$ cat src/rtl/rnss_pkg.sv
// Shared constants, types and the segment decoder for the radix seven-segment encoder.
`timescale 1ns / 1ps

package rnss_pkg;

   localparam int DISPLAY_DIGITS = 6;
   localparam int SLOTS          = 6;
   localparam int CONV_DIGITS    = (DISPLAY_DIGITS < SLOTS) ? DISPLAY_DIGITS : SLOTS;
   localparam int SEG_W          = 8;
   localparam int LOW_SLOTS      = 4;
   localparam int VALUE_W        = 32;
   localparam int LOW_W          = LOW_SLOTS * SEG_W;
   localparam int HIGH_W         = (SLOTS - LOW_SLOTS) * SEG_W;
   localparam int CNT_W          = $clog2(VALUE_W);
   localparam int RADIX_W        = 5;
   localparam int MOD_W          = 6;
   localparam int DIG_W          = 7;

   localparam logic [RADIX_W-1:0] RADIX_RESET = 5'd10;
   localparam logic [RADIX_W-1:0] RADIX_MIN   = 5'd2;
   localparam logic [RADIX_W-1:0] RADIX_MAX   = 5'd16;
   localparam logic [MOD_W-1:0]   TIME_MOD    = 6'd60;
   localparam logic [VALUE_W-1:0] TIME_LIMIT  = 32'd6000;
   localparam logic [VALUE_W-1:0] MOST_NEG    = 32'h8000_0000;
   localparam logic [SEG_W-1:0]   SEG_BLANK   = 8'h00;

   localparam logic MODE_NUMBER = 1'b0;
   localparam logic MODE_TIME   = 1'b1;

   typedef struct packed {
      logic start;
      logic step;
      logic load;
   } ctrl_cmd_type;

   typedef struct packed {
      logic reject;
   } dp_status_type;

   function automatic logic [SEG_W-1:0] seg_code(input logic [3:0] digit);
      logic [SEG_W-1:0] code;
      unique case (digit)
         4'h0: code = 8'h3F;
         4'h1: code = 8'h06;
         4'h2: code = 8'h5B;
         4'h3: code = 8'h4F;
         4'h4: code = 8'h66;
         4'h5: code = 8'h6D;
         4'h6: code = 8'h7D;
         4'h7: code = 8'h07;
         4'h8: code = 8'h7F;
         4'h9: code = 8'h6F;
         4'hA: code = 8'h77;
         4'hB: code = 8'h7C;
         4'hC: code = 8'h39;
         4'hD: code = 8'h5E;
         4'hE: code = 8'h79;
         default: code = 8'h71;
      endcase
      return code;
   endfunction

endpackage

$ cat src/rtl/rnss_if.sv
// Channel interfaces: request, response and control-register write.
`timescale 1ns / 1ps

interface rnss_req_if import rnss_pkg::*; ();
   logic                      valid;
   logic                      ready;
   logic signed [VALUE_W-1:0] value;
   logic                      mode;

   modport source (output valid, output value, output mode, input ready);
   modport sink   (input valid, input value, input mode, output ready);
endinterface

interface rnss_rsp_if import rnss_pkg::*; ();
   logic              valid;
   logic              ready;
   logic [LOW_W-1:0]  seg_low;
   logic [HIGH_W-1:0] seg_high;
   logic              error;

   modport source (output valid, output seg_low, output seg_high, output error, input ready);
   modport sink   (input valid, input seg_low, input seg_high, input error, output ready);
endinterface

interface rnss_csr_if import rnss_pkg::*; ();
   logic               valid;
   logic               ready;
   logic [RADIX_W-1:0] data;

   modport source (output valid, output data, input ready);
   modport sink   (input valid, input data, output ready);
endinterface

$ cat src/rtl/rnss_ctrl.sv
// Controller: sequences accept, bit-serial conversion and result load.
`timescale 1ns / 1ps

module rnss_ctrl import rnss_pkg::*; (
   input  logic          clock,
   input  logic          reset,
   input  logic          req_valid,
   output logic          req_ready,
   output logic          rsp_valid,
   input  logic          rsp_ready,
   input  dp_status_type status,
   output ctrl_cmd_type  cmd
);

   localparam logic [1:0] ST_IDLE = 2'd0;
   localparam logic [1:0] ST_CONV = 2'd1;
   localparam logic [1:0] ST_LOAD = 2'd2;

   localparam logic [CNT_W-1:0] CNT_LAST = CNT_W'(VALUE_W - 1);

   logic [1:0]       state_ff, state_in;
   logic [CNT_W-1:0] count_ff, count_in;
   logic             valid_ff, valid_in;

   always_comb begin
      state_in  = state_ff;
      count_in  = count_ff;
      valid_in  = valid_ff;
      cmd       = '0;
      req_ready = 1'b0;

      if (valid_ff && rsp_ready) begin
         valid_in = 1'b0;
      end

      unique case (state_ff)
         ST_IDLE: begin
            req_ready = !reset;
            if (req_valid && !reset) begin
               cmd.start = 1'b1;
               count_in  = '0;
               state_in  = status.reject ? ST_LOAD : ST_CONV;
            end
         end
         ST_CONV: begin
            cmd.step = 1'b1;
            count_in = count_ff + 1'b1;
            if (count_ff == CNT_LAST) begin
               state_in = ST_LOAD;
            end
         end
         ST_LOAD: begin
            // wait for the response slot to free up
            if (!valid_ff || rsp_ready) begin
               cmd.load = 1'b1;
               valid_in = 1'b1;
               state_in = ST_IDLE;
            end
         end
         default: begin
            state_in = ST_IDLE;
         end
      endcase
   end

   always_ff @(posedge clock) begin
      if (reset) begin
         state_ff <= ST_IDLE;
         count_ff <= '0;
         valid_ff <= 1'b0;
      end else begin
         state_ff <= state_in;
         count_ff <= count_in;
         valid_ff <= valid_in;
      end
   end

   assign rsp_valid = valid_ff;

endmodule

$ cat src/rtl/rnss_dp.sv
// Datapath: radix register, bit-serial radix conversion, segment words.
`timescale 1ns / 1ps

module rnss_dp import rnss_pkg::*; (
   input  logic                      clock,
   input  logic                      reset,
   input  logic                      csr_write,
   input  logic [RADIX_W-1:0]        csr_data,
   input  logic signed [VALUE_W-1:0] req_value,
   input  logic                      req_mode,
   input  ctrl_cmd_type              cmd,
   output dp_status_type             status,
   output logic [LOW_W-1:0]          seg_low,
   output logic [HIGH_W-1:0]         seg_high,
   output logic                      error
);

   logic [RADIX_W-1:0] radix_ff;
   logic [VALUE_W-1:0] mag_ff;
   logic [MOD_W-1:0]   mod_ff;
   logic               time_ff;
   logic               err_ff;
   logic               ovf_ff, ovf_in;
   logic [DIG_W-1:0]   dig_ff [CONV_DIGITS];
   logic [DIG_W-1:0]   dig_in [CONV_DIGITS];
   logic [LOW_W-1:0]   low_ff;
   logic [HIGH_W-1:0]  high_ff;
   logic               rsp_err_ff;

   logic [VALUE_W-1:0]    raw;
   logic [VALUE_W-1:0]    mag_start;
   logic [SLOTS*SEG_W-1:0] num_word;
   logic [LOW_W-1:0]      time_word;

   function automatic logic [3:0] tens_of(input logic [DIG_W-1:0] x);
      logic [3:0] n;
      n = '0;
      for (int k = 1; k <= 9; k++) begin
         if (x >= DIG_W'(10 * k)) begin
            n = n + 1'b1;
         end
      end
      return n;
   endfunction

   function automatic logic [3:0] ones_of(input logic [DIG_W-1:0] x);
      logic [DIG_W-1:0] rest;
      rest = x - DIG_W'(tens_of(x)) * DIG_W'(10);
      return rest[3:0];
   endfunction

   assign raw       = req_value;
   assign mag_start = raw[VALUE_W-1] ? (~raw + 1'b1) : raw;

   always_comb begin
      if (req_mode == MODE_NUMBER) begin
         status.reject = (radix_ff < RADIX_MIN) || (radix_ff > RADIX_MAX)
                         || (raw == MOST_NEG);
      end else begin
         status.reject = raw[VALUE_W-1] || (raw >= TIME_LIMIT);
      end
   end

   // One magnitude bit per cycle, MSB first: each digit doubles, takes the carry,
   // and reduces by its modulus. Minutes in time mode are never reduced.
   always_comb begin
      logic             carry;
      logic [DIG_W:0]   t;
      logic [DIG_W:0]   lim;
      logic             reduce;
      carry  = mag_ff[VALUE_W-1];
      ovf_in = ovf_ff;
      for (int i = 0; i < CONV_DIGITS; i++) begin
         t      = {dig_ff[i], 1'b0} + (DIG_W+1)'(carry);
         lim    = (DIG_W+1)'(mod_ff);
         reduce = (i == 0) || !time_ff;
         if (reduce && (t >= lim)) begin
            t     = t - lim;
            carry = 1'b1;
         end else begin
            carry = 1'b0;
         end
         dig_in[i] = t[DIG_W-1:0];
      end
      ovf_in = ovf_ff | carry;
   end

   // Blank above the top nonzero digit, unless overflowed; digit 0 always shows.
   always_comb begin
      logic above;
      num_word = '0;
      above    = ovf_ff;
      for (int i = CONV_DIGITS - 1; i >= 0; i--) begin
         above = above || (dig_ff[i] != '0) || (i == 0);
         num_word[i*SEG_W +: SEG_W] = above ? seg_code(dig_ff[i][3:0]) : SEG_BLANK;
      end
   end

   assign time_word = {seg_code(tens_of(dig_ff[1])), seg_code(ones_of(dig_ff[1])),
                       seg_code(tens_of(dig_ff[0])), seg_code(ones_of(dig_ff[0]))};

   always_ff @(posedge clock) begin
      if (reset) begin
         radix_ff   <= RADIX_RESET;
         low_ff     <= '0;
         high_ff    <= '0;
      end else begin
         if (csr_write) begin
            radix_ff <= csr_data;
         end
         if (cmd.load && !err_ff) begin
            if (time_ff) begin
               low_ff <= time_word;
            end else begin
               low_ff  <= num_word[LOW_W-1:0];
               high_ff <= num_word[SLOTS*SEG_W-1:LOW_W];
            end
         end
      end
   end

   always_ff @(posedge clock) begin
      if (cmd.start) begin
         mag_ff  <= mag_start;
         mod_ff  <= (req_mode == MODE_TIME) ? TIME_MOD : MOD_W'(radix_ff);
         time_ff <= req_mode;
         err_ff  <= status.reject;
         ovf_ff  <= 1'b0;
         for (int i = 0; i < CONV_DIGITS; i++) begin
            dig_ff[i] <= '0;
         end
      end else if (cmd.step) begin
         mag_ff <= {mag_ff[VALUE_W-2:0], 1'b0};
         ovf_ff <= ovf_in;
         dig_ff <= dig_in;
      end
      if (cmd.load) begin
         rsp_err_ff <= err_ff;
      end
   end

   assign seg_low  = low_ff;
   assign seg_high = high_ff;
   assign error    = rsp_err_ff;

endmodule

$ cat src/rtl/radix_number_to_seven_segment.sv
// Top level of the radix number to seven-segment encoder.
//
//   channel    dir   handshake      payload
//   req_chan   in    valid/ready    value[31:0] signed, mode
//   rsp_chan   out   valid/ready    seg_low[31:0], seg_high[15:0], error
//   csr_chan   in    valid/ready    data[4:0] (radix), ready outside reset
//
// An accepted transaction latches the request, shifts the magnitude through the
// digit registers one bit per cycle, and loads the result register once the
// response slot is free. A rejected transaction skips the shift.
// Reset restores radix 10 and clears both segment words.
// A new request is taken only while the controller is idle; a stalled response
// holds its result register while the next request converts.
`timescale 1ns / 1ps

module radix_number_to_seven_segment import rnss_pkg::*; (
   input logic         clock,
   input logic         reset,
   rnss_req_if.sink    req_chan,
   rnss_rsp_if.source  rsp_chan,
   rnss_csr_if.sink    csr_chan
);

   ctrl_cmd_type  cmd;
   dp_status_type status;

   assign csr_chan.ready = !reset;

   rnss_ctrl u_ctrl (
      .clock     (clock),
      .reset     (reset),
      .req_valid (req_chan.valid),
      .req_ready (req_chan.ready),
      .rsp_valid (rsp_chan.valid),
      .rsp_ready (rsp_chan.ready),
      .status    (status),
      .cmd       (cmd)
   );

   rnss_dp u_dp (
      .clock     (clock),
      .reset     (reset),
      .csr_write (csr_chan.valid),
      .csr_data  (csr_chan.data),
      .req_value (req_chan.value),
      .req_mode  (req_chan.mode),
      .cmd       (cmd),
      .status    (status),
      .seg_low   (rsp_chan.seg_low),
      .seg_high  (rsp_chan.seg_high),
      .error     (rsp_chan.error)
   );

   // A fresh response appears only from a load.
   assert property (@(posedge clock) disable iff (reset)
      $rose(rsp_chan.valid) |-> $past(cmd.load))
      else $error("response raised without a load");

   // A rejected transaction leaves both segment words unchanged.
   assert property (@(posedge clock) disable iff (reset)
      ($rose(rsp_chan.valid) && rsp_chan.error)
         |-> ($stable(rsp_chan.seg_low) && $stable(rsp_chan.seg_high)))
      else $error("rejected transaction changed the segment words");

   // An accepted request converts unless rejected.
   assert property (@(posedge clock) disable iff (reset)
      (req_chan.valid && req_chan.ready) |=> (cmd.step == !$past(status.reject)))
      else $error("conversion start does not match reject status");

endmodule
$ cat src/flat_wrapper.sv
// flat-port wrapper written by rule: the top's interface ports become plain ports
module radix_number_to_seven_segment_flat import rnss_pkg::*;
  (clock, reset, req_chan_valid, req_chan_value, req_chan_mode, req_chan_ready, rsp_chan_valid, rsp_chan_seg_low, rsp_chan_seg_high, rsp_chan_error, rsp_chan_ready, csr_chan_valid, csr_chan_data, csr_chan_ready);
  rnss_req_if req_chan_i ();
  rnss_rsp_if rsp_chan_i ();
  rnss_csr_if csr_chan_i ();
  input logic clock;
  input logic reset;
  input wire logic [$bits(req_chan_i.valid)-1:0] req_chan_valid;
  input wire logic [$bits(req_chan_i.value)-1:0] req_chan_value;
  input wire logic [$bits(req_chan_i.mode)-1:0] req_chan_mode;
  output wire logic [$bits(req_chan_i.ready)-1:0] req_chan_ready;
  output wire logic [$bits(rsp_chan_i.valid)-1:0] rsp_chan_valid;
  output wire logic [$bits(rsp_chan_i.seg_low)-1:0] rsp_chan_seg_low;
  output wire logic [$bits(rsp_chan_i.seg_high)-1:0] rsp_chan_seg_high;
  output wire logic [$bits(rsp_chan_i.error)-1:0] rsp_chan_error;
  input wire logic [$bits(rsp_chan_i.ready)-1:0] rsp_chan_ready;
  input wire logic [$bits(csr_chan_i.valid)-1:0] csr_chan_valid;
  input wire logic [$bits(csr_chan_i.data)-1:0] csr_chan_data;
  output wire logic [$bits(csr_chan_i.ready)-1:0] csr_chan_ready;
  assign req_chan_i.valid = req_chan_valid;
  assign req_chan_i.value = req_chan_value;
  assign req_chan_i.mode = req_chan_mode;
  assign req_chan_ready = req_chan_i.ready;
  assign rsp_chan_valid = rsp_chan_i.valid;
  assign rsp_chan_seg_low = rsp_chan_i.seg_low;
  assign rsp_chan_seg_high = rsp_chan_i.seg_high;
  assign rsp_chan_error = rsp_chan_i.error;
  assign rsp_chan_i.ready = rsp_chan_ready;
  assign csr_chan_i.valid = csr_chan_valid;
  assign csr_chan_i.data = csr_chan_data;
  assign csr_chan_ready = csr_chan_i.ready;
  radix_number_to_seven_segment u_core (.clock(clock), .reset(reset), .req_chan(req_chan_i), .rsp_chan(rsp_chan_i), .csr_chan(csr_chan_i));
endmodule
$ cat config.mk
export PLATFORM = sky130hd
export DESIGN_NAME = radix_number_to_seven_segment_flat
export DESIGN_NICKNAME = d
export VERILOG_FILES = /design/src/rtl/rnss_pkg.sv /design/src/rtl/rnss_if.sv /design/src/rtl/rnss_ctrl.sv /design/src/rtl/rnss_dp.sv /design/src/rtl/radix_number_to_seven_segment.sv /design/src/flat_wrapper.sv
export SDC_FILE = /design/constraint.sdc
export NUM_CORES = 1
export LEC_CHECK = 0
export BUFFER_PORTS_ARGS = -buffer_cell sky130_fd_sc_hd__clkbuf_2
export CAP_MARGIN = 10
export CORE_MARGIN = 2
export CORE_UTILIZATION = 38
export DETAILED_ROUTE_END_ITERATION = 12
export GPL_ROUTABILITY_DRIVEN = 0
export PLACE_DENSITY = 0.57
export RECOVER_POWER = 100
export SLEW_MARGIN = 20
export SYNTH_ARGS = -nofsm -noshare
export SYNTH_HDL_FRONTEND = slang
export SYNTH_SLANG_ARGS = --single-unit
$ cat constraint.sdc
create_clock -name clock -period 14.7 [get_ports clock]
set_input_delay 0.735 -clock clock [delete_from_list [all_inputs] [get_ports clock]]
set_output_delay 0.735 -clock clock [all_outputs]
set_load 0.1 [all_outputs]
==> results.py, run 1 <==
metrics = {
    "route": {
        "vias": 10390,
        "vias_per_cell": 5.247,
        "wl_per_cell_um": 15.58,
        "final_antenna_net_count": 0,
        "drtPass1Iterations": 5,
        "drc": 0,
        "routed_wl_um": 30850,
        "drt_iter0_drc": 524,
    },
    "floorplanning": {
        "fp.dieH_um": 188.6,
        "die_x_um": 188.6,
        "fp-row-count": 67,
        "core_area_mm2": 0.03353,
        "ioPinCount": 95,
        "initial_core_util_pct": 38.60,
        "dieArea_mm2": 0.03556,
    },
    "layout": {
        "diodes": 0,
        "area.growth.synth_to_final_pct": 10.15,
        "final_cell_mix": "dfxtp_1, nand2_1, ha_1",
        "fillers": 3363,
        "nNetsFinal": 1697,
        "stdcell_count": 1980,
        "drive_gt1_share_pct": 9.073,
        "layout_commonest_cell": "dfxtp_1",
    },
    "cts": {
        "cts_root_buf": "clkbuf_16",
        "cts_made_buffers": 17,
        "htreeDepth": 4,
        "cts_buffer_depth": 2,
        "cts.sinks": 180,
        "clk_pin_slew_ps": 70,
        "cts-resized-gates": 0,
        "postCtsHoldBufs": 0,
        "clk_latency_ps": 450,
        "cts_tree": "yes",
        "cts_setup_buffers": 0,
    },
    "timing": {
        "fin_skew_ps": 17.25,
        "fmax_mhz": 76.65,
        "worst_slew_pin_slew_ps": 2414,
        "slew_violations": 147,
        "max_slew_margin_pct": -60.94,
        "rsz0062_at_grt": "false",
        "hold_viol": 0,
        "setup_viol": 0,
        "tns_ps": 0,
        "timing.final.crit_share_pct": 88.75,
        "layout_min_cycle_time_ps": 13050,
    },
    "status": {
        "status": "finished with violations",
        "violations": "capacitance limit, slew limit",
    },
    "power": {
        "powerDensity_mw_per_mm2": 229.7,
        "peakVddDrop_v": 0.0001952,
        "leakagePower_nw": 6.201,
    },
    "grt": {
        "grt_pass1_wl_um": 50640,
        "track_usage_pct": 17.43,
        "first_global_vias": 9757,
        "antenna_found_initial": 0,
        "grt_max_degree": 69,
        "grt-ovfl-total": 0,
    },
    "yosys": {
        "avgSynthCellArea_um2": 8.830,
        "ys_top_cells_by_area": "dfxtp_1, ha_1, edfxtp_1",
        "syn_inst": 1466,
        "seq_area_frac_synth_pct": 30.93,
        "yosys_register_bits": 180,
        "syn_area_mm2": 0.01294,
        "synth_top_cell_by_area": "dfxtp_1",
        "synth_ff_type": "dfxtp_1",
        "synth_cell_types": 92,
        "synth_edf_count": 40,
        "async_flop_share_pct": 0,
        "netlist.area_leader.share_pct": 21.65,
        "yosysWarningCount": 0,
    },
    "critical_path": {
        "startpoint_type": "register",
        "slowest_stage": "o21ai_0",
        "worst_path_most_repeated_cell": "a21o_1",
        "worstPathRequired_ps": 15070,
        "critical_path_class": "register to register",
        "cp_max_fo": 10,
        "critPathCaptureType": "register",
        "slowest_delay_ps": 880,
        "crit_arrival_ps": 13420,
    },
    "run": {
        "drv_cap": 3,
    },
    "placed_design": {
        "io_buffers": 88,
        "dp_hpwl_um": 22400,
        "dp.cells": 1948,
    },
    "min_path": {
        "holdCritPathClass": "register to register",
    },
}
kinds of logic (layout without fill, tap and decap cells):
family / count (synthesis) / count (layout) / synth area share [%]
AO/OA/AOI/OAI: 400 / 400 / 20.23
AND/OR/NAND/NOR: 387 / 387 / 14.28
buffers and inverters: 188 / 249 / 6.263
flip-flops: 180 / 180 / 30.93
adder cells (fa/ha/maj): 135 / 135 / 13.51
XOR/XNOR: 97 / 97 / 7.645
multiplexers: 78 / 78 / 7.114
other: 1 / 6 / 0.02897
cells in the mapped netlist (all sizes together) (11+ instances only):
| cell | count |
|---|---|
| a21o | 32 |
| a21oi | 77 |
| a22o | 17 |
| a22oi | 40 |
| a31oi | 12 |
| and3 | 11 |
| buf | 31 |
| clkbuf | 44 |
| dfxtp | 140 |
| edfxtp | 40 |
| ha | 127 |
| inv | 112 |
| mux2 | 19 |
| mux2i | 50 |
| nand2 | 132 |
| nand3 | 23 |
| nand4 | 12 |
| nor2 | 113 |
| nor2b | 11 |
| nor3 | 12 |
| o211ai | 11 |
| o21a | 15 |
| o21ai | 113 |
| o22ai | 14 |
| or2 | 12 |
| xnor2 | 33 |
| xor2 | 58 |
routing by layer:
metal	vias to the layer above	part of all wire [%]	track usage (%)
li1	5301	-	-
met1	4867	51	24.90
met2	198	44	27.56
met3	23	3.5	2.812
met4	0	1.1	3.966
met5	-	0	0
final cells by class:
class,count,area (um^2),area share (%)
clock inverters,13,187.7,1.316
well taps,448,560.5,3.931
repair buffers,104,476.7,3.343
multi-input cells,1103,8152,57.17
clock buffers,19,454.2,3.185
inverters,113,424.2,2.975
flip-flops and latches,180,4004,28.08
stage by stage:
step | hold WS [ps] | setup WS (ps) | cell area, um^2 | utilization, % | power [mW]
2_1_floorplan | 426.1 | 2210 | 12960 | - | 2.385
3_3_place_gp | 435.5 | 2048 | 13710 | 40.89 | 2.784
3_5_place_dp | 446.9 | 1795 | 13710 | 40.89 | 2.810
4_1_cts | 457.9 | 1748 | 14350 | 42.80 | 3.326
5_1_grt | 470.2 | 849.6 | 14260 | 42.52 | 3.597
6_report | 456.5 | 1654 | 14260 | 42.52 | 3.275
path summary, 6_finish.rpt:
kind | startpoint | to | slack (ps) | cells after the start
setup / recovery | u_core.u_dp.mod_ff[0] | register | 1650 | 56
hold / removal | u_core.u_dp.seg_high[13] | u_core.u_dp.seg_high[13] | 460 | 2
setup reg to reg | u_core.u_dp.mod_ff[0] | register | 1650 | 56
hold reg to reg | u_core.u_dp.seg_high[13] | u_core.u_dp.seg_high[13] | 460 | 2
critical path, delay by kind of cell, from the launching register on:
family                   cells  cell delay [ps]
AO/OA/AOI/OAI               32             7230
flip-flops                   1              520
multiplexers                 1              160
buffers and inverters       10             1110
adder cells (fa/ha/maj)     12             3740
AND/OR/NAND/NOR              1              220
power by group:
group | switching [mW] | internal, mW | total, mW
logic | 1.25 | 0.830 | 2.08
clock network | 0.216 | 0.285 | 0.501
registers | 0.0949 | 0.598 | 0.693
No activity file was read; power rests on OpenSTA's default activity.
==> inputs of run 2 (changes only) <==
Settings changed: PLACE_DENSITY 0.57 to 0.59.
Clock period 14.7 ns to 10.5 ns, I/O delays scaled along.
==> results.py, run 2 (synthesis gave the netlist of run 1 again) <==
metrics = {
    "status": {
        "status": "finished with violations",
        "violations": "capacitance limit, slew limit",
    },
    "grt": {
        "grt_pass1_wl_um": 52510,
        "grt_max_degree": 70,
        "grtUsageMet1_pct": 25.00,
        "first_global_vias": 10250,
        "grtUsageMet3_pct": 3.762,
        "grt-ovfl-total": 0,
        "track_usage_pct": 18.09,
        "top_usage_layer": "met2",
        "antenna_found_initial": 1,
        "grtUsageMet2_pct": 28.83,
    },
    "timing": {
        "rsz0062_at_grt": "true",
        "fin_skew_ps": 9.428,
        "layout_min_cycle_time_ps": 10380,
        "slew_violations": 113,
        "setup_viol": 0,
        "tns_ps": 0,
        "timing.final.crit_share_pct": 98.83,
        "hold_viol": 0,
        "fin_ws_ps": 123.1,
        "fmax_mhz": 96.37,
        "max_slew_margin_pct": -50.97,
        "worst_slew_pin_slew_ps": 2265,
    },
    "critical_path": {
        "worst_path_most_repeated_cell": "a21o_1",
        "critical_path_class": "register to register",
        "cp_num_buf_inv": 14,
        "reg2reg_slack_ps": 120,
        "critPathCaptureType": "register",
        "worstPathRequired_ps": 10890,
        "r2r.worst_path.cells": 59,
        "slowest_delay_ps": 460,
        "cpLargestDelayFamily": "compound AO/OA/AOI/OAI gates",
        "slowest_stage": "mux4_2",
        "cp_max_fo": 5,
        "startpoint_type": "register",
        "r2r-start": "u_core.u_dp.mag_ff[31]",
        "crit_arrival_ps": 10770,
    },
    "power": {
        "p_switching_mw": 2.225,
        "power_frac_clock_pct": 14.1,
        "peakVddDrop_v": 0.0002419,
        "cell_internal_pwr_mw": 2.444,
        "p_comb_share_pct": 66.0,
        "power.share.sequential_pct": 19.9,
        "powerDensity_mw_per_mm2": 313.1,
        "switching_share_pct": 47.65,
        "leakagePower_nw": 6.492,
    },
    "layout": {
        "drive_gt1_share_pct": 15.94,
        "area.growth.synth_to_final_pct": 15.22,
        "final_cell_mix": "dfxtp_1, nand2_1, ha_1",
        "layout_commonest_cell": "dfxtp_1",
        "diodes": 0,
        "nNetsFinal": 1746,
    },
    "placed_design": {
        "io_buffers": 88,
        "dpl_worst_slack_ps": -242.8,
        "dp_hpwl_um": 22630,
    },
    "floorplanning": {
        "fp-row-count": 67,
        "dieArea_mm2": 0.03556,
        "initial_core_util_pct": 38.60,
        "core_area_mm2": 0.03353,
        "fp.dieH_um": 188.6,
        "die_x_um": 188.6,
        "ioPinCount": 95,
    },
    "min_path": {
        "holdPathStages": 3,
        "whs_endpoint": "u_core.u_dp.radix_ff[1]",
        "holdCritPathClass": "input port to register",
        "hp-start": "csr_chan_data[1]",
    },
    "route": {
        "vias_per_cell": 5.292,
        "final_antenna_net_count": 0,
        "drtPass1Iterations": 5,
        "wl_per_cell_um": 15.88,
        "drt_iter0_drc": 632,
        "drc": 0,
        "vias": 10740,
        "routed_wl_um": 32210,
    },
    "cts": {
        "htreeDepth": 4,
        "cts_made_buffers": 17,
        "clk_latency_ps": 440,
        "cts_root_buf": "clkbuf_16",
        "cts.sinks": 180,
        "postCtsHoldBufs": 0,
        "clk_pin_slew_ps": 70,
        "cts_tree": "yes",
        "cts_buffer_depth": 2,
    },
    "run": {
        "drv_cap": 2,
    },
}
run 2: cell types whose count changed in the layout (fill, tap and decap cells not counted), moves of 5 or more:
cell,delta
a21oi_1,-7
buf_4,+49
fa_1,-6
inv_4,+9
inv_2,+5
o21ai_0,-10
a21oi_2,+7
ha_1,-9
ha_4,+8
o21ai_1,+10
clkbuf_1,-5
fa_2,+6
inv_1,-14
run 2: timing repair:
| item | 4_1_cts | 5_1_grt |
|---|---|---|
| pin swaps | 9 | 41 |
| endpoints found under the hold margin | 0 | 0 |
| buffers inserted | 9 | 27 |
| resized for setup | 5 | 40 |
| endpoints found under the setup margin | 4 | 8 |
run 2: worst min-delay path, cell delays in order:
cell and delay (ps):
clkbuf_2 80, mux2i_1 50, nand2_1 50
run 2: cell type report:
cell class | count | area, um^2
clock buffer | 18 | 450.4
clock inverter | 14 | 155.1
fill | 3297 | 18620
inverter | 113 | 449.2
multi-input combinational | 1103 | 8422
sequential | 180 | 4004
tap | 448 | 560.5
timing repair buffer | 153 | 874.6
run 2: worst max-delay path by stage:
stage / startpoint / to / slack, ps / cells past startpoint
floorplan: u_core.u_dp.mod_ff[0] / register / -190 / 64
global placement: u_core.u_dp.mag_ff[31] / register / 20 / 59
detailed placement: u_core.u_dp.mag_ff[31] / register / -240 / 59
CTS: u_core.u_dp.mag_ff[31] / register / 10 / 60
global route: u_core.u_dp.mag_ff[31] / register / -310 / 59
finish: u_core.u_dp.mag_ff[31] / register / 120 / 59
run 2: power groups by stage:
stage          logic [mW]  registers [mW]  clock network, mW
3_3_place_gp         2.92           0.942                  0
6_report             3.08           0.930              0.657
3_5_place_dp         2.96           0.943                  0
5_1_grt              3.45           0.946              0.699
4_1_cts              3.00           0.929              0.672
2_1_floorplan        2.36            1.02                  0
run 2: routing by layer:
layer,part of all wire [%],up-vias,wire length (um)
met5,0.034,-,11
met4,1.2,2,399
met3,4.3,29,1398
met2,45,213,14410
met1,50,5091,16000
li1,-,5403,-
run 2: stage by stage:
| step | hold WS [ps] | power [mW] | cell area, um^2 | cells | util [%] |
|---|---|---|---|---|---|
| after CTS | 277.2 | 4.604 | 14610 | 2002 | 43.58 |
| after detailed placement | 444.1 | 3.908 | 13920 | 1961 | 41.51 |
| after global placement | 435.9 | 3.861 | 13920 | 1961 | 41.51 |
| after global routing | 287.7 | 5.094 | 14920 | 2029 | 44.48 |
| after floorplan | 426.1 | 3.380 | 13130 | 1471 | - |
| final | 294.9 | 4.669 | 14920 | 2029 | 44.48 |
==> inputs of run 3 (changes only) <==
Settings changed: CORE_ASPECT_RATIO set to 1.4.
==> results.py, run 3 (synthesis gave the netlist of run 1 again) <==
metrics = {
    "run": {
        "drv_cap": 2,
    },
    "cts": {
        "cts_made_buffers": 17,
        "cts_buffer_depth": 2,
        "htreeDepth": 4,
        "clk_pin_slew_ps": 70,
        "cts_tree": "yes",
        "clk_latency_ps": 450,
        "cts_root_buf": "clkbuf_16",
        "cts.sinks": 180,
    },
    "floorplanning": {
        "core_area_mm2": 0.03383,
        "dieArea_mm2": 0.03558,
        "initial_core_util_pct": 38.26,
        "die_x_um": 160.0,
        "ioPinCount": 95,
        "fp-row-count": 80,
        "fp.dieH_um": 222.4,
    },
    "timing": {
        "max_slew_margin_pct": -68.23,
        "setup_viol": 0,
        "tns_ps": 0,
        "rsz0062_at_grt": "true",
        "hold_viol": 0,
        "layout_min_cycle_time_ps": 10390,
        "fmax_mhz": 96.25,
        "fin_skew_ps": 14.61,
        "timing.final.crit_share_pct": 98.95,
        "slew_violations": 114,
        "worst_slew_pin_slew_ps": 2523,
    },
    "layout": {
        "layout_commonest_cell": "dfxtp_1",
        "drive_gt1_share_pct": 15.48,
        "stdcell_count": 2034,
        "post-route-util_pct": 43.73,
        "diodes": 0,
        "nNetsFinal": 1748,
        "final_cell_mix": "dfxtp_1, nand2_1, ha_1",
        "area.growth.synth_to_final_pct": 14.30,
    },
    "route": {
        "drtPass1Iterations": 5,
        "vias": 10790,
        "drt-met1-wl_um": 14090,
        "final_antenna_net_count": 0,
        "dr_wl_met2_um": 16240,
        "wl_per_cell_um": 16.03,
        "vias_per_cell": 5.306,
        "wl_met3_um": 1186,
        "routed_wl_um": 32600,
        "drc": 0,
        "routed.top_layer": "met4",
        "drt_iter0_drc": 520,
    },
    "critical_path": {
        "slowest_delay_ps": 460,
        "startpoint_type": "register",
        "crit_arrival_ps": 10770,
        "worstPathRequired_ps": 10880,
        "reg2reg_slack_ps": 110,
        "r2r-start": "u_core.u_dp.mag_ff[31]",
        "crit_start": "u_core.u_dp.mag_ff[31]",
        "cp_max_fo": 4,
        "critical_path_class": "register to register",
        "r2r.worst_path.cells": 59,
        "worst_path_most_repeated_cell": "a21o_1",
        "slowest_stage": "mux4_2",
        "critPathCaptureType": "register",
    },
    "grt": {
        "antenna_found_initial": 0,
        "grt_pass1_wl_um": 53070,
        "grt_max_degree": 69,
        "track_usage_pct": 18.27,
        "first_global_vias": 10480,
        "grt-ovfl-total": 0,
    },
    "min_path": {
        "hp-start": "csr_chan_data[4]",
        "holdPathStages": 3,
        "whs_endpoint": "u_core.u_dp.radix_ff[4]",
        "holdCritPathClass": "input port to register",
    },
    "power": {
        "leakagePower_nw": 6.452,
        "peakVddDrop_v": 0.0002273,
        "powerDensity_mw_per_mm2": 315.7,
    },
    "status": {
        "violations": "capacitance limit, slew limit",
        "status": "finished with violations",
    },
    "placed_design": {
        "dp_hpwl_um": 23920,
        "io_buffers": 88,
        "dp.cells": 1969,
    },
}
-- run 3: cell types whose count changed in the layout (fill, tap and decap cells not counted), moves of 3 or more --
| cell | change |
|---|---|
| buf_4 | +4 |
| clkbuf_2 | +3 |
| clkinv_8 | -3 |
| inv_1 | +3 |
| inv_4 | -5 |
-- run 3: critical path: cells and delay by family, from the launching register on --
family | cells | cell delay, ps
adder cells (fa/ha/maj) | 13 | 3270
flip-flops | 1 | 400
multiplexers | 2 | 650
AO/OA/AOI/OAI | 30 | 5200
buffers and inverters | 14 | 800
-- run 3: routing by layer --
layer,vias to the layer above,global-route usage [%]
li1,5399,-
met2,222,32.10
met1,5113,22.12
met3,58,2.949
met4,0,7.585
met5,-,0
-- run 3: what timing repair did --
| action | CTS | global route |
|---|---|---|
| setup buffers | 7 | 26 |
| gates cloned | 0 | 0 |
| resized for setup | 4 | 23 |
| hold buffers | 0 | 0 |
| setup endpoints to repair | 3 | 8 |
| pin swaps | 8 | 37 |
-- run 3: per-stage QoR --
step                      worst slack (ps)  hold WS (ps)  area [um^2]  total power [mW]
after CTS                            8.987         299.5        14560             4.634
after global routing                -350.1         338.3        14800             5.116
after floorplan                     -189.3         426.1        13130             3.380
after global placement               114.0         442.1        13960             3.942
after detailed placement            -164.5         445.5        13960             3.991
final                                110.5         316.9        14800             4.671
-- run 3: layout make-up --
type / count / area [um^2]
inverters: 113 / 439.2
clock inverters: 11 / 97.59
flip-flops and latches: 180 / 4004
repair buffers: 155 / 884.6
fillers: 3418 / 19040
multi-input cells: 1103 / 8364
well taps: 451 / 564.3
clock buffers: 21 / 441.7
-- run 3: how the worst max path moves through the flow --
stage | endpoint | slack (ps) | depth (start not counted)
floorplan | register | -190 | 64
global placement | register | 110 | 59
detailed placement | register | -160 | 59
CTS | register | 9 | 59
global route | register | -350 | 59
finish | register | 110 | 59
-- run 3: where the power goes --
part           total [mW]  switching, mW  internal (mW)
clock               0.615          0.303          0.312
sequential          0.927         0.0914          0.836
combinational        3.13           1.86           1.27
